`src/design/pssc_pkg.sv`:
```
// ----------------------------------------------------------------------------
// pssc_pkg
// Shared types and constants for the pump schedule safety controller.
// ----------------------------------------------------------------------------
package pssc_pkg;

    localparam int unsigned MS_PER_SECOND = 1000;
    localparam int          SEC_W         = 17;
    localparam int          DIV_W         = 18;
    localparam int          REG_ADDR_W    = 3;
    localparam int          CFG_DATA_W    = 17;
    localparam logic [30:0] DELAY_CLAMP   = 31'h7FFF_FFFF;

    localparam logic [REG_ADDR_W-1:0] REG_WINDOW_START = 3'd0;
    localparam logic [REG_ADDR_W-1:0] REG_WINDOW_STOP  = 3'd1;
    localparam logic [REG_ADDR_W-1:0] REG_ON_TIME      = 3'd2;
    localparam logic [REG_ADDR_W-1:0] REG_OFF_TIME     = 3'd3;
    localparam logic [REG_ADDR_W-1:0] REG_RISE_LIMIT   = 3'd4;
    localparam logic [REG_ADDR_W-1:0] REG_POLL_PERIOD  = 3'd5;

    localparam logic [1:0] ST_IDLE     = 2'd0;
    localparam logic [1:0] ST_STARTED  = 2'd1;
    localparam logic [1:0] ST_DRAINING = 2'd2;

    localparam logic [1:0] SW_NEUTRAL = 2'd0;
    localparam logic [1:0] SW_ACTIVE  = 2'd1;

    typedef struct packed {
        logic [31:0]       now_ms;
        logic [16:0]       day_second;
        logic signed [15:0] level_reading;
        logic [1:0]        switch_reading;
        logic              manual_on;
        logic              logger_running;
    } pssc_in_t;

    typedef struct packed {
        logic        status_changed;
        logic        pump_drive_out;
        logic [1:0]  pump_status;
        logic        delays_valid;
        logic [30:0] drain_delay_ms;
        logic [30:0] rise_delay_ms;
    } pssc_out_t;

    typedef enum logic [2:0] {
        S_IDLE,
        S_LOAD,
        S_DIVIDE,
        S_DECIDE,
        S_OUTPUT
    } pssc_state_t;

    typedef struct packed {
        logic load;
        logic div_step;
        logic decide;
    } pssc_cmd_t;

    typedef struct packed {
        logic div_done;
    } pssc_stat_t;

endpackage

```
`src/design/pssc_ctrl.sv`:
```
// ----------------------------------------------------------------------------
// pssc_ctrl
// Sequencer: load item, run the offset division, decide, present the result.
// ----------------------------------------------------------------------------
module pssc_ctrl (
    input  logic                 clk,
    input  logic                 rst_n,
    input  logic                 in_valid,
    output logic                 in_stall,
    output logic                 out_valid,
    input  logic                 out_stall,
    output pssc_pkg::pssc_cmd_t  cmd,
    input  pssc_pkg::pssc_stat_t stat
);
    import pssc_pkg::*;

    pssc_state_t state_reg, state_next;

    always_ff @(posedge clk or negedge rst_n)
    begin
        if (!rst_n)
            state_reg <= S_IDLE;
        else
            state_reg <= state_next;
    end

    always_comb
    begin
        state_next   = state_reg;
        cmd          = '0;
        in_stall     = 1'b1;
        out_valid    = 1'b0;
        unique case (state_reg)
            S_IDLE:
            begin
                in_stall = 1'b0;
                if (in_valid)
                begin
                    cmd.load   = 1'b1;
                    state_next = S_DIVIDE;
                end
            end
            S_DIVIDE:
            begin
                cmd.div_step = 1'b1;
                if (stat.div_done)
                    state_next = S_DECIDE;
            end
            S_DECIDE:
            begin
                cmd.decide = 1'b1;
                state_next = S_OUTPUT;
            end
            S_OUTPUT:
            begin
                out_valid = 1'b1;
                if (!out_stall)
                    state_next = S_IDLE;
            end
            default:
                state_next = S_IDLE;
        endcase
    end

    assert property (@(posedge clk) disable iff (!rst_n)
        (state_reg == S_DECIDE) |=> (state_reg == S_OUTPUT))
        else $error("decide not followed by output");
    assert property (@(posedge clk) disable iff (!rst_n)
        (out_valid && out_stall) |=> out_valid)
        else $error("result dropped under stall");
    assert property (@(posedge clk) disable iff (!rst_n)
        !(out_valid && !in_stall))
        else $error("input taken while result pending");

endmodule

```
`src/design/pssc_datapath.sv`:
```
// ----------------------------------------------------------------------------
// pssc_datapath
// Configuration, state, restoring divider for the cycle offset, decision.
// ----------------------------------------------------------------------------
module pssc_datapath (
    input  logic                                clk,
    input  logic                                rst_n,
    input  logic                                cfg_we,
    input  logic [pssc_pkg::REG_ADDR_W-1:0]     cfg_index,
    input  logic [pssc_pkg::CFG_DATA_W-1:0]     cfg_data,
    input  pssc_pkg::pssc_in_t                  in_item,
    output pssc_pkg::pssc_out_t                 out_item,
    input  pssc_pkg::pssc_cmd_t                 cmd,
    output pssc_pkg::pssc_stat_t                stat
);
    import pssc_pkg::*;

    logic [16:0] win_start_reg, win_stop_reg, on_time_reg, off_time_reg;
    logic [15:0] rise_limit_reg, poll_period_reg;

    logic [1:0]  status_reg;
    logic        drive_reg, checked_reg, changed_reg;
    logic [31:0] pump_t0_reg, poll_t0_reg, rise_reg, drain_reg;

    pssc_in_t    item_reg;
    logic [47:0] limit_reg;          // rise limit in ms
    logic [DIV_W-1:0] rem_reg;
    logic [16:0] quo_src_reg;        // dividend bits still to shift in
    logic [4:0]  cnt_reg;

    // configuration
    always_ff @(posedge clk or negedge rst_n)
    begin
        if (!rst_n)
        begin
            win_start_reg   <= '0;
            win_stop_reg    <= '0;
            on_time_reg     <= '0;
            off_time_reg    <= '0;
            rise_limit_reg  <= 16'd60;
            poll_period_reg <= 16'd1000;
        end
        else if (cfg_we)
        begin
            unique case (cfg_index)
                REG_WINDOW_START: win_start_reg   <= cfg_data;
                REG_WINDOW_STOP:  win_stop_reg    <= cfg_data;
                REG_ON_TIME:      on_time_reg     <= cfg_data;
                REG_OFF_TIME:     off_time_reg    <= cfg_data;
                REG_RISE_LIMIT:   rise_limit_reg  <= cfg_data[15:0];
                REG_POLL_PERIOD:  poll_period_reg <= cfg_data[15:0];
                default: ;
            endcase
        end
    end

    // divider: offset = (day - start) mod (on + off), one bit per step
    logic [DIV_W-1:0] cycle;
    logic [DIV_W-1:0] trial;
    logic [16:0]      diff;
    assign cycle = {1'b0, on_time_reg} + {1'b0, off_time_reg};
    assign diff  = in_item.day_second - win_start_reg;
    assign trial = {rem_reg[DIV_W-2:0], quo_src_reg[16]};
    assign stat.div_done = (cnt_reg == 5'd16);

    always_ff @(posedge clk)
    begin
        if (cmd.load)
        begin
            item_reg    <= in_item;
            rem_reg     <= '0;
            quo_src_reg <= diff;
            limit_reg   <= 48'(rise_limit_reg) * 48'(MS_PER_SECOND);
        end
        else if (cmd.div_step)
        begin
            rem_reg     <= (trial >= cycle) ? trial - cycle : trial;
            quo_src_reg <= {quo_src_reg[15:0], 1'b0};
        end
    end

    always_ff @(posedge clk or negedge rst_n)
    begin
        if (!rst_n)
            cnt_reg <= '0;
        else if (cmd.load)
            cnt_reg <= '0;
        else if (cmd.div_step && !stat.div_done)
            cnt_reg <= cnt_reg + 5'd1;
    end

    // decision
    logic        level_ok, due, in_win, sched, pump, upd;
    logic [31:0] now, el_pump, el_poll;
    logic [1:0]  sw, st;
    logic [31:0] rise_meas, drain_meas;
    logic [31:0] rise_next, drain_next;
    logic        checked_next, veto;

    always_comb
    begin
        now      = item_reg.now_ms;
        sw       = item_reg.switch_reading;
        level_ok = (item_reg.level_reading > 16'sd0);
        el_pump  = now - pump_t0_reg;
        el_poll  = now - poll_t0_reg;
        rise_meas  = rise_reg;
        drain_meas = drain_reg;
        if (status_reg == ST_STARTED && rise_reg == '0 && sw == SW_ACTIVE)
            rise_meas = el_pump;
        else if (status_reg == ST_DRAINING && drain_reg == '0 && sw == SW_NEUTRAL)
            drain_meas = el_pump;
        rise_next  = rise_meas;
        drain_next = drain_meas;
        due    = (el_poll >= {16'd0, poll_period_reg});
        in_win = (win_start_reg <= item_reg.day_second)
              && (item_reg.day_second < win_stop_reg);
        sched  = in_win && (cycle != '0) && (rem_reg < {1'b0, on_time_reg})
              && item_reg.logger_running;
        checked_next = checked_reg;
        veto   = 1'b0;
        pump   = 1'b0;
        if (item_reg.manual_on)
        begin
            pump         = 1'b1;
            checked_next = 1'b0;
        end
        else if (!sched)
            checked_next = 1'b0;
        else if (!checked_reg)
        begin
            if (!level_ok || sw != SW_NEUTRAL)
                veto = 1'b1;
            else
            begin
                checked_next = 1'b1;
                rise_next    = '0;
                drain_next   = '0;
            end
            pump = !veto;
        end
        else
            pump = !(({16'd0, el_pump} >= limit_reg) && sw != SW_ACTIVE);
        st  = {sw[0], pump};
        upd = due && !sw[1] && (st != status_reg);
    end

    always_ff @(posedge clk or negedge rst_n)
    begin
        if (!rst_n)
        begin
            status_reg  <= ST_IDLE;
            drive_reg   <= 1'b0;
            checked_reg <= 1'b0;
            changed_reg <= 1'b0;
            pump_t0_reg <= '0;
            poll_t0_reg <= '0;
            rise_reg    <= '0;
            drain_reg   <= '0;
        end
        else if (cmd.decide)
        begin
            changed_reg <= upd;
            if (due)
            begin
                poll_t0_reg <= now;
                checked_reg <= checked_next;
                rise_reg    <= rise_next;
                drain_reg   <= drain_next;
            end
            else
            begin
                rise_reg  <= rise_meas;
                drain_reg <= drain_meas;
            end
            if (upd)
            begin
                status_reg <= st;
                drive_reg  <= pump;
                if (drive_reg != pump)
                    pump_t0_reg <= now;
            end
        end
    end

    logic valid;
    assign valid = (rise_reg != '0) && (drain_reg != '0);
    assign out_item.status_changed = changed_reg;
    assign out_item.pump_drive_out = drive_reg;
    assign out_item.pump_status    = status_reg;
    assign out_item.delays_valid   = valid;
    assign out_item.drain_delay_ms = !valid ? '0
        : (drain_reg[31] ? DELAY_CLAMP : drain_reg[30:0]);
    assign out_item.rise_delay_ms  = !valid ? '0
        : (rise_reg[31] ? DELAY_CLAMP : rise_reg[30:0]);

    assert property (@(posedge clk) disable iff (!rst_n)
        cmd.decide |-> ((rem_reg < cycle) || cycle == '0))
        else $error("remainder not reduced");
    assert property (@(posedge clk) disable iff (!rst_n)
        cmd.decide |-> stat.div_done)
        else $error("decision before division finished");
    assert property (@(posedge clk) disable iff (!rst_n)
        status_reg[0] == drive_reg)
        else $error("status and drive disagree");

endmodule

```
`src/design/pump_schedule_safety_controller.sv`:
```
// ----------------------------------------------------------------------------
// pump_schedule_safety_controller
// Poll-driven pump scheduler with start interlocks and switch supervision.
// ----------------------------------------------------------------------------
// One item is handled at a time. The item is loaded at the accepting edge,
// then the bit-serial divider reduces the window offset modulo the on plus
// off cycle in 17 steps, and a decision step follows before the result is
// offered. The result waits until taken and the next item can be accepted
// in the cycle after that; no new item is taken while one is in progress.
// Input stall is high from acceptance until the result is taken. Write
// configuration only when idle.
module pump_schedule_safety_controller (
    input  logic                              clk,
    input  logic                              rst_n,
    input  logic                              in_valid,
    output logic                              in_stall,
    input  pssc_pkg::pssc_in_t                in_data,
    output logic                              out_valid,
    input  logic                              out_stall,
    output pssc_pkg::pssc_out_t               out_data,
    input  logic                              cfg_we,
    input  logic [pssc_pkg::REG_ADDR_W-1:0]   cfg_index,
    input  logic [pssc_pkg::CFG_DATA_W-1:0]   cfg_data
);
    import pssc_pkg::*;

    pssc_cmd_t  cmd;
    pssc_stat_t stat;

    // sequencer: keep input stalled through divide and decision, drop stall once the result is taken
    pssc_ctrl u_ctrl (
        .clk       (clk),
        .rst_n     (rst_n),
        .in_valid  (in_valid),
        .in_stall  (in_stall),
        .out_valid (out_valid),
        .out_stall (out_stall),
        .cmd       (cmd),
        .stat      (stat)
    );

    // datapath: configuration, controller state, divider and decision
    pssc_datapath u_dp (
        .clk       (clk),
        .rst_n     (rst_n),
        .cfg_we    (cfg_we),
        .cfg_index (cfg_index),
        .cfg_data  (cfg_data),
        .in_item   (in_data),
        .out_item  (out_data),
        .cmd       (cmd),
        .stat      (stat)
    );

endmodule
```
`config.mk`:
```
export PLATFORM = sky130hd
export DESIGN_NAME = pump_schedule_safety_controller
export DESIGN_NICKNAME = d
export VERILOG_FILES = /design/src/design/pssc_pkg.sv /design/src/design/pssc_ctrl.sv /design/src/design/pssc_datapath.sv /design/src/design/pump_schedule_safety_controller.sv
export SDC_FILE = /design/constraint.sdc
export NUM_CORES = 1
export LEC_CHECK = 0
export CORE_MARGIN = 2
export CORE_UTILIZATION = 55
export DETAILED_ROUTE_END_ITERATION = 6
export DONT_BUFFER_PORTS = 1
export PLACE_DENSITY = 0.7
export SYNTH_ARGS = -nofsm -noshare
export SYNTH_HDL_FRONTEND = slang
export SYNTH_SLANG_ARGS = --single-unit
```
`constraint.sdc`:
```
create_clock -name clk -period 6.6 [get_ports clk]
set_input_delay 0.66 -clock clk [delete_from_list [all_inputs] [get_ports clk]]
set_output_delay 0.66 -clock clk [all_outputs]
set_load 0.05 [all_outputs]
```
==> results of run 1 <==
[final cells by class]
| class | count | area, µm² | area share |
|---|---|---|---|
| repair buffers | 21 | 180 | 0.00673 |
| well taps | 592 | 741 | 0.0277 |
| multi-input cells | 1765 | 13800 | 0.516 |
| clock buffers | 56 | 1200 | 0.0447 |
| clock inverters | 20 | 239 | 0.00893 |
| diodes | 4 | 10.0 | 0.000374 |
| flip-flops and latches | 367 | 9650 | 0.361 |
| inverters | 249 | 937 | 0.0350 |
[layout by cell type (no fill, tap or decap), types with 62 or more instances in the layout]
master / count
sky130_fd_sc_hd__nor2_1: 109
sky130_fd_sc_hd__nand2_1: 192
sky130_fd_sc_hd__o21ai_0: 182
sky130_fd_sc_hd__a21o_1: 66
sky130_fd_sc_hd__ha_1: 256
sky130_fd_sc_hd__a22o_1: 62
sky130_fd_sc_hd__a21oi_1: 130
sky130_fd_sc_hd__edfxtp_1: 109
sky130_fd_sc_hd__inv_1: 248
sky130_fd_sc_hd__dfrtp_1: 230
sky130_fd_sc_hd__o21a_1: 74
[timing repair]
item	4_1_cts	5_1_grt
buffers inserted	0	0
endpoints found under the hold margin	236	0
hold buffers	2	0
[worst max path at each step]
stage | start | to | slack, ns | cells after the start
final | u_dp.now[0] | u_dp.pump_t0_reg[17] | 0.54 | 25
after detailed placement | u_dp.now[0] | u_dp.pump_t0_reg[17] | 0.64 | 25
after CTS | u_dp.now[0] | u_dp.pump_t0_reg[17] | 0.57 | 25
after global placement | u_dp.now[0] | u_dp.pump_t0_reg[0] | 0.79 | 25
after floorplan | u_dp.now[0] | u_dp.pump_t0_reg[24] | 1.25 | 24
after global routing | u_dp.now[0] | u_dp.pump_t0_reg[17] | 0.1 | 25
[through the flow]
stage | setup slack (ns) | cell area (µm²) | instances | util | hold WS [ns]
detailed placement | 0.642 | 25300 | 2992 | 0.571 | 0.380
finish | 0.541 | 26800 | 3074 | 0.605 | 0.166
floorplan | 1.25 | 24700 | 2458 | - | 0.364
CTS | 0.574 | 26700 | 3070 | 0.605 | 0.137
global route | 0.0987 | 26700 | 3070 | 0.605 | 0.152
global placement | 0.791 | 25300 | 2992 | 0.571 | 0.382
[cells by family (layout without fill, tap and decap cells)]
| kind of cell | count (synthesis) | in the layout | share of synthesized area |
|---|---|---|---|
| compound gates | 683 | 683 | 0.185 |
| simple gates | 561 | 561 | 0.111 |
| flops | 367 | 367 | 0.391 |
| mux | 110 | 110 | 0.0494 |
| xor+xnor | 96 | 96 | 0.0341 |
| other cells | 0 | 4 | 0 |
| buf+inv | 326 | 346 | 0.0512 |
| fa+ha+maj | 315 | 315 | 0.178 |
[routing by layer]
layer / track usage / share of wire
met1: 0.371 / 0.44
met5: 0 / 0.00054
met4: 0.0915 / 0.033
met2: 0.442 / 0.45
met3: 0.0624 / 0.077
==> impl_metrics.env, run 1 <==
export IMPL_outcome="finished, final reports clean"
export IMPL_die_height_um=216
export IMPL_slowest_delay_ns=0.70
export IMPL_worstSetupStartpointType="flip-flop"
export IMPL_routed_wire_length_um=63100
export IMPL_vias=18499
export IMPL_tritoncts="built"
export IMPL_worstSetupEndpointType="flip-flop"
export IMPL_clk_latency_ns=0.59
export IMPL_max_cap_violations=0
export IMPL_count_of_distinct_cell_types_in_the_synthesized_netlist=81
export IMPL_cts_resized_gates=0
export IMPL_synth_enable_flop_cells=109
export IMPL_synth_seq_area_share=0.391
export IMPL_slew_headroom=0.187
export IMPL_timing_rr_end="u_dp.pump_t0_reg[17]"
export IMPL_timing_critical_path_max_delay_family="compound AO/OA/AOI/OAI gates"
export IMPL_die_area_mm2=0.0466
export IMPL_postSynthNetCount=2867
export IMPL_worst_hold_path_type="input pin to async pin"
export IMPL_critPathBufInv=3
export IMPL_post_synth_inst_count=2458
export IMPL_num_io_pins=163
export IMPL_largest_register_ff_count=35
export IMPL_clk_transition_reported_paths_ns=0.06
export IMPL_track_usage=0.276
export IMPL_synthToLayoutAreaGrowth_pct=8.46
export IMPL_grt_overflow_total=0
export IMPL_timing_rr_start="u_dp.now[0]"
export IMPL_cts_buffer_count=41
export IMPL_fin_crit_ns=6.06
export IMPL_cts_root_buf="sky130_fd_sc_hd__clkbuf_16"
export IMPL_viasPerCell=6.02
export IMPL_arrival_ns=6.49
export IMPL_largest_driver_fanout_on_the_critical_path=19
export IMPL_netlist_top_cells_area="sky130_fd_sc_hd__dfrtp_1, sky130_fd_sc_hd__edfxtp_1, sky130_fd_sc_hd__ha_1"
export IMPL_final_max_slew_violation_count=0
export IMPL_drtAntennaViolNets=0
export IMPL_syn_avg_cell_area_um2=10.0
export IMPL_syn_cell_area_mm2=0.0247
export IMPL_yosysTopAreaCellShare=0.233
export IMPL_netlist_top_cell_by_area="sky130_fd_sc_hd__dfrtp_1"
export IMPL_synth_warning_count=0
export IMPL_grt_max_degree=237
export IMPL_clock_path_buffers=3
export IMPL_place_detailed_hpwl_um=47600
export IMPL_antenna_violations_before_repair=6
export IMPL_cts_sink_count=367
export IMPL_setup_failing_eps_final=0
export IMPL_most_used_cell_along_the_critical_path="sky130_fd_sc_hd__o211ai_1"
export IMPL_htree_num_levels=2
export IMPL_timing_final_crit_share=0.918
export IMPL_reg2reg_slack_ns=0.54
export IMPL_detail_route_drc_violations=0
export IMPL_gp_routability_congestion=0.959
export IMPL_row_count=77
export IMPL_buffer_ports_inserted=0
export IMPL_grt_pass1_wl_um=102000
export IMPL_drt_first_pass_iters=5
export IMPL_synth_seq_cells=367
export IMPL_clock_fmax_ghz=0.165
export IMPL_grt_setup_unrepaired="false"
export IMPL_count_of_cells_along_the_worst_register_to_register_path=25
export IMPL_synth_cells_most_frequent="sky130_fd_sc_hd__ha_1, sky130_fd_sc_hd__inv_1, sky130_fd_sc_hd__dfrtp_1"
export IMPL_core_area_mm2=0.0442
export IMPL_hold_viol=0
export IMPL_floorplan_initialDensity=0.558
export IMPL_setup_total_negative_slack_ns=0
export IMPL_detail_route_iter0_violations=1422
export IMPL_routedWlPerCell_um=20.5
export IMPL_final_nets=2854
export IMPL_post_route_cells_drive_above_1_share=0.0726
export IMPL_slowest_stage="sky130_fd_sc_hd__o41ai_1"
export IMPL_postSynth_topFlopCell="sky130_fd_sc_hd__dfrtp_1"
export IMPL_fill_cells=3675
export IMPL_clock_skew_final_ns=0.0347
export IMPL_grt_pass1_vias=18293
export IMPL_synthArstFlopShare=0.654
export IMPL_die_width_um=216
export IMPL_worst_pin_slew_ns=1.22
export IMPL_post_synth_top_count_cell="sky130_fd_sc_hd__ha_1"
export IMPL_critical_path_type="flip-flop to flip-flop"
export IMPL_required_ns=7.03
Power of run 1 is left out: the tool's default activity adds up to more than one toggle a clock period on the data nets, which glitch-free logic cannot reach.
==> run 2: changes to the inputs <==
- GPL_TIMING_DRIVEN: unset -> 0
- MAX_ROUTING_LAYER: unset -> met4
- SYNTH_HIERARCHICAL: unset -> 1
==> impl_metrics.env, run 2 <==
export IMPL_outcome="finished, final reports clean"
export IMPL_timing_final_crit_share=0.951
export IMPL_routed_wire_length_um=68200
export IMPL_layout_cells_most_common_list="sky130_fd_sc_hd__inv_1, sky130_fd_sc_hd__ha_1, sky130_fd_sc_hd__dfrtp_1, sky130_fd_sc_hd__nand2_1, sky130_fd_sc_hd__o21ai_0"
export IMPL_grt_pass1_vias=19423
export IMPL_buffer_ports_inserted=0
export IMPL_worstSetupStartpointType="flip-flop"
export IMPL_required_ns=7.07
export IMPL_post_synth_top_count_cell="sky130_fd_sc_hd__inv_1"
export IMPL_cts_sink_count=367
export IMPL_slowest_stage="sky130_fd_sc_hd__edfxtp_1"
export IMPL_clock_skew_final_ns=0.0312
export IMPL_post_route_cells_drive_above_1_share=0.118
export IMPL_worst_pin_slew_ns=1.26
export IMPL_antenna_violations_before_repair=5
export IMPL_postSynthNetCount=3013
export IMPL_grt_setup_unrepaired="false"
export IMPL_yosysTopAreaCellShare=0.224
export IMPL_detail_route_iter0_violations=1494
export IMPL_clk_latency_ns=0.60
export IMPL_row_count=79
export IMPL_fill_cells=3888
export IMPL_viasPerCell=6.01
export IMPL_final_nets=3067
export IMPL_setup_failing_eps_final=0
export IMPL_synth_seq_area_share=0.375
export IMPL_worst_ir_drop_vdd_v=0.000487
export IMPL_timing_rr_end="u_dp/pump_t0_reg[25]"
export IMPL_timing_critical_path_max_delay_family="compound AO/OA/AOI/OAI gates"
export IMPL_most_used_cell_along_the_critical_path="sky130_fd_sc_hd__a21o_1"
export IMPL_synthToLayoutAreaGrowth_pct=10.5
export IMPL_syn_cell_area_mm2=0.0257
export IMPL_worst_hold_path_type="input pin to async pin"
export IMPL_synth_seq_cells=367
export IMPL_hold_viol=0
export IMPL_final_max_slew_violation_count=0
export IMPL_drt_first_pass_iters=5
export IMPL_post_synth_inst_count=2604
export IMPL_arrival_ns=6.75
export IMPL_routedWlPerCell_um=20.6
export IMPL_p_leak_nw=12.8
export IMPL_die_width_um=220
export IMPL_grt_max_degree=237
export IMPL_detail_route_drc_violations=0
export IMPL_cellPowerDensity_mw_per_mm2=599
export IMPL_worstSetupEndpointType="flip-flop"
export IMPL_grt_pass1_wl_um=107000
export IMPL_cts_root_buf="sky130_fd_sc_hd__clkbuf_16"
export IMPL_die_area_mm2=0.0485
export IMPL_htree_num_levels=2
export IMPL_synthArstFlopShare=0.654
export IMPL_synth_cells_most_frequent="sky130_fd_sc_hd__inv_1, sky130_fd_sc_hd__ha_1, sky130_fd_sc_hd__dfrtp_1"
export IMPL_largest_driver_fanout_on_the_critical_path=10
export IMPL_gp_routability_congestion=0.959
export IMPL_num_io_pins=163
export IMPL_cts_buffer_count=43
export IMPL_timing_rr_start="u_dp/now[11]"
export IMPL_netlist_top_cell_by_area="sky130_fd_sc_hd__dfrtp_1"
export IMPL_tritoncts="built"
export IMPL_critPathBufInv=4
export IMPL_drtAntennaViolNets=0
export IMPL_count_of_cells_along_the_worst_register_to_register_path=23
export IMPL_clock_fmax_ghz=0.159
export IMPL_netlist_top_cells_area="sky130_fd_sc_hd__dfrtp_1, sky130_fd_sc_hd__edfxtp_1, sky130_fd_sc_hd__ha_1"
export IMPL_grt_overflow_total=0
export IMPL_crit_chain="ha_1 > clkbuf_1 > o21a_1 > o2111ai_1 > a211o_1 > a31oi_1 > nand2b_1 > xnor2_1 > inv_1 > ha_1 > a21o_1 > a21o_1 > a21o_1 > a2111oi_0 > o31ai_1 > a21oi_2 > o21ai_0 > nor4_4 > mux2_4 > o31ai_4 > buf_12 > buf_12 > mux2_4"
export IMPL_multiInputGateArea_mm2=0.0148
export IMPL_fin_crit_ns=6.28
export IMPL_die_height_um=220
export IMPL_track_usage=0.293
export IMPL_reg2reg_slack_ns=0.32
export IMPL_area_sequential_mm2=0.00965
export IMPL_syn_avg_cell_area_um2=9.88
export IMPL_clock_path_buffers=3
export IMPL_count_of_distinct_cell_types_in_the_synthesized_netlist=108
export IMPL_setup_total_negative_slack_ns=0
export IMPL_clk_transition_reported_paths_ns=0.06
export IMPL_core_area_mm2=0.0464
export IMPL_synth_enable_flop_cells=109
export IMPL_floorplan_initialDensity=0.555
export IMPL_largest_register_ff_count=35
export IMPL_place_detailed_hpwl_um=52300
export IMPL_synth_warning_count=6
export IMPL_final_common_cell="sky130_fd_sc_hd__inv_1"
export IMPL_postSynth_topFlopCell="sky130_fd_sc_hd__dfrtp_1"
export IMPL_max_cap_violations=0
export IMPL_critical_path_type="flip-flop to flip-flop"
export IMPL_slowest_delay_ns=0.51
export IMPL_finalPower_mw=17.0
export IMPL_slew_headroom=0.159
export IMPL_hold_ws_ns=0.131
export IMPL_vias=19865
run 2: power breakdown:
group / internal (mW) / total, mW / switching (mW)
clock network: 1.66 / 2.67 / 1.01
registers: 3.28 / 3.76 / 0.472
logic: 4.59 / 10.6 / 6.01
run 2: metrics by stage:
stage | utilization | cell area [µm²] | setup slack, ns | std cells
finish | 0.613 | 28400 | 0.320 | 3305
global route | 0.613 | 28400 | 0.0667 | 3305
global placement | 0.571 | 26500 | -0.834 | 3211
detailed placement | 0.576 | 26700 | -0.859 | 3215
CTS | 0.613 | 28400 | 0.0552 | 3300
floorplan | - | 25700 | 1.35 | 2604
run 2: per-layer routing:
layer / global-route usage / up-vias / routed length (µm) / part of all wire
met1: 0.376 / 9649 / 29500 / 0.43
met4: 0.108 / 0 / 2580 / 0.038
met2: 0.474 / 571 / 32300 / 0.47
met3: 0.0411 / 143 / 3820 / 0.056
met5: - / - / 0 / 0
li1: - / 9502 / - / -
run 2: cell type report:
cell class / instances / area share
flip-flops and latches: 367 / 0.340
clock buffers: 55 / 0.0412
well taps: 607 / 0.0267
multi-input cells: 1857 / 0.519
diodes: 5 / 0.000440
inverters: 295 / 0.0390
clock inverters: 25 / 0.0146
plain buffers: 85 / 0.0145
repair buffers: 9 / 0.00484
run 2: how the worst max path moves through the flow:
stage	startpoint	end	slack (ns)	cells past startpoint
floorplan	u_dp/now[16]	u_dp/pump_t0_reg[10]	1.35	21
global placement	u_ctrl/state_reg[0]	u_dp/rem_reg[15]	-0.83	6
detailed placement	u_dp/now[0]	u_dp/pump_t0_reg[25]	-0.86	23
CTS	u_dp/now[11]	u_dp/pump_t0_reg[25]	0.06	23
global route	u_dp/now[11]	u_dp/pump_t0_reg[26]	0.07	23
finish	u_dp/now[11]	u_dp/pump_t0_reg[25]	0.32	23
run 2: kinds of logic (layout without fill, tap and decap cells):
logic type,after synthesis,in the layout,synth area share
AO/OA/AOI/OAI,694,694,0.180
buffers and inverters,380,469,0.0590
adder cells (fa/ha/maj),315,315,0.170
multiplexers,141,141,0.0651
AND/OR/NAND/NOR,616,616,0.120
other,0,5,0
XOR/XNOR,91,91,0.0310
flip-flops,367,367,0.375
run 2: repair_timing:
item | 4_1_cts | 5_1_grt
pin swaps | 1 | 1
hold endpoints to repair | 236 | 0
setup buffers | 3 | 0
hold buffers | 2 | 0
resized for setup | 5 | 3
endpoints found under the setup margin | 33 | 33
No activity file was read; power rests on OpenSTA's default activity.
==> run 3: changes to the inputs <==
- RECOVER_POWER: unset -> 50
==> impl_metrics.env, run 3 (synthesis results as in run 2) <==
export IMPL_detail_route_iter0_violations=1435
export IMPL_hold_viol=0
export IMPL_gp_routability_congestion=0.959
export IMPL_post_place_ws_ns=-0.859
export IMPL_grt_overflow_total=0
export IMPL_drt_first_pass_iters=6
export IMPL_routedWlPerCell_um=20.7
export IMPL_viasPerCell=6.01
export IMPL_clock_skew_final_ns=0.0311
export IMPL_drtAntennaViolNets=0
export IMPL_fin_crit_ns=6.28
export IMPL_hold_path_depth=0
export IMPL_timing_final_crit_share=0.951
export IMPL_critical_path_type="flip-flop to flip-flop"
export IMPL_die_area_mm2=0.0485
export IMPL_hold_ws_ns=0.150
export IMPL_count_of_cells_along_the_worst_register_to_register_path=23
export IMPL_p_leak_nw=12.7
export IMPL_arrival_ns=6.74
export IMPL_cts_root_buf="sky130_fd_sc_hd__clkbuf_16"
export IMPL_clock_fmax_ghz=0.159
export IMPL_failed_checks="capacitance limit, slew limit"
export IMPL_worst_hold_path_type="input pin to flip-flop"
export IMPL_cts_sink_count=367
export IMPL_cts_buffer_count=43
export IMPL_die_height_um=220
export IMPL_vias=19857
export IMPL_finish_cell_count_without_fillers=3305
export IMPL_final_nets=3067
export IMPL_finish_utilization=0.611
export IMPL_min_delay_worst_endpoint="u_dp/item_reg[27]"
export IMPL_antenna_violations_before_repair=5
export IMPL_clk_latency_ns=0.60
export IMPL_required_ns=7.07
export IMPL_track_usage=0.293
export IMPL_die_width_um=220
export IMPL_cellPowerDensity_mw_per_mm2=601
export IMPL_worstSetupEndpointType="flip-flop"
export IMPL_floorplan_initialDensity=0.555
export IMPL_post_route_cells_drive_above_1_share=0.115
export IMPL_final_max_slew_violation_count=323
export IMPL_htree_num_levels=2
export IMPL_outcome="complete, but fails checks"
export IMPL_setup_failing_eps_final=0
export IMPL_clk_transition_reported_paths_ns=0.06
export IMPL_grt_setup_unrepaired="false"
export IMPL_buffer_ports_inserted=0
export IMPL_postLayoutSetupSlackWorst_ns=0.321
export IMPL_clock_path_buffers=3
export IMPL_timing_rr_start="u_dp/now[11]"
export IMPL_row_count=79
export IMPL_detail_route_drc_violations=0
export IMPL_timing_rr_end="u_dp/pump_t0_reg[26]"
export IMPL_largest_driver_fanout_on_the_critical_path=10
export IMPL_num_io_pins=163
export IMPL_tritoncts="built"
export IMPL_largest_register_ff_count=35
export IMPL_synthToLayoutAreaGrowth_pct=10.2
export IMPL_place_inst=3215
export IMPL_worst_ir_drop_vdd_v=0.000487
export IMPL_max_cap_violations=6
export IMPL_place_detailed_hpwl_um=52300
export IMPL_routed_wire_length_um=68300
export IMPL_holdCritStartpoint="in_data[27]"
export IMPL_grt_max_degree=237
export IMPL_layout_cells_most_common_list="sky130_fd_sc_hd__inv_1, sky130_fd_sc_hd__ha_1, sky130_fd_sc_hd__dfrtp_1, sky130_fd_sc_hd__nand2_1, sky130_fd_sc_hd__o21ai_0"
export IMPL_grt_pass1_vias=19423
export IMPL_worstSetupStartpointType="flip-flop"
export IMPL_reg2reg_slack_ns=0.32
export IMPL_worst_pin_slew_ns=5.43
export IMPL_grt_pass1_wl_um=107000
export IMPL_core_area_mm2=0.0464
export IMPL_final_common_cell="sky130_fd_sc_hd__inv_1"
export IMPL_slew_headroom=-2.62
==> run 3: cell types whose count changed in the layout (fill, tap and decap cells not counted), moves of 2 or more <==
cell                       delta
sky130_fd_sc_hd__mux2_1       +2
sky130_fd_sc_hd__mux2_2       -2
sky130_fd_sc_hd__clkbuf_1     +2
sky130_fd_sc_hd__buf_12       -2
==> run 3: per-stage QoR <==
| step | cell area [µm²] | TNS [ns] | total power, mW |
|---|---|---|---|
| final | 28300 | 0 | 17.0 |
| after global routing | 28300 | 0 | 18.6 |
| after CTS | 28400 | 0 | 17.0 |
| after detailed placement | 26700 | -26.74 | 14.2 |
| after global placement | 26500 | -34.92 | 13.9 |
| after floorplan | 25700 | 0 | 11.8 |
==> run 3: where the power goes <==
part | total [mW] | internal, mW | switching, mW
combinational | 10.6 | 4.58 | 6.02
clock | 2.67 | 1.66 | 1.01
sequential | 3.76 | 3.29 | 0.470
==> run 3: worst max-delay path by stage <==
| stage | cells past startpoint | end | from | slack (ns) |
|---|---|---|---|---|
| after floorplan | 21 | u_dp/pump_t0_reg[10] | u_dp/now[16] | 1.35 |
| after CTS | 23 | u_dp/pump_t0_reg[25] | u_dp/now[11] | 0.06 |
| final | 23 | u_dp/pump_t0_reg[26] | u_dp/now[11] | 0.32 |
| after detailed placement | 23 | u_dp/pump_t0_reg[25] | u_dp/now[0] | -0.86 |
| after global routing | 23 | u_dp/pump_t0_reg[26] | u_dp/now[11] | 0.07 |
| after global placement | 6 | u_dp/rem_reg[15] | u_ctrl/state_reg[0] | -0.83 |
==> run 3: critical path: stages, from the launching register on <==
cell	delay [ns]
sky130_fd_sc_hd__edfxtp_1	0.50
sky130_fd_sc_hd__ha_1	0.32
sky130_fd_sc_hd__clkbuf_1	0.28
sky130_fd_sc_hd__o21a_1	0.20
sky130_fd_sc_hd__o2111ai_1	0.12
sky130_fd_sc_hd__a211o_1	0.36
sky130_fd_sc_hd__a31oi_1	0.26
sky130_fd_sc_hd__nand2b_1	0.20
sky130_fd_sc_hd__xnor2_1	0.23
sky130_fd_sc_hd__inv_1	0.14
sky130_fd_sc_hd__ha_1	0.31
sky130_fd_sc_hd__a21o_1	0.18
sky130_fd_sc_hd__a21o_1	0.17
sky130_fd_sc_hd__a21o_1	0.16
sky130_fd_sc_hd__a2111oi_0	0.43
sky130_fd_sc_hd__o31ai_1	0.15
sky130_fd_sc_hd__a21oi_2	0.25
sky130_fd_sc_hd__o21ai_0	0.20
sky130_fd_sc_hd__nor4_4	0.45
sky130_fd_sc_hd__mux2_4	0.36
sky130_fd_sc_hd__o31ai_4	0.24
sky130_fd_sc_hd__buf_12	0.16
sky130_fd_sc_hd__buf_12	0.15
sky130_fd_sc_hd__mux2_4	0.31
==> run 3: cell type report <==
type                       count  area, µm²
inverter                     295       1110
timing repair buffer           9       82.6
antenna                        5       12.5
fill                        3904      18000
buffer                        85        412
sequential                   367       9650
multi-input combinational   1857      14700
tap                          607        759
clock buffer                  55       1170
clock inverter                25        415
==> run 3: timing repair <==
item                                    4_1_cts  5_1_grt
endpoints found under the setup margin       33       33
resized for setup                             5        3
cloned                                        0        0
pin swaps                                     1        1
buffers inserted                              3        0
endpoints found under the hold margin       236        0
hold buffers                                  2        0
==> run 3: per-layer routing <==
metal,vias up,share of wire,global-route usage
met3,133,0.054,0.0411
met5,-,0,-
li1,9504,-,-
met4,0,0.037,0.108
met1,9678,0.43,0.376
met2,542,0.47,0.474
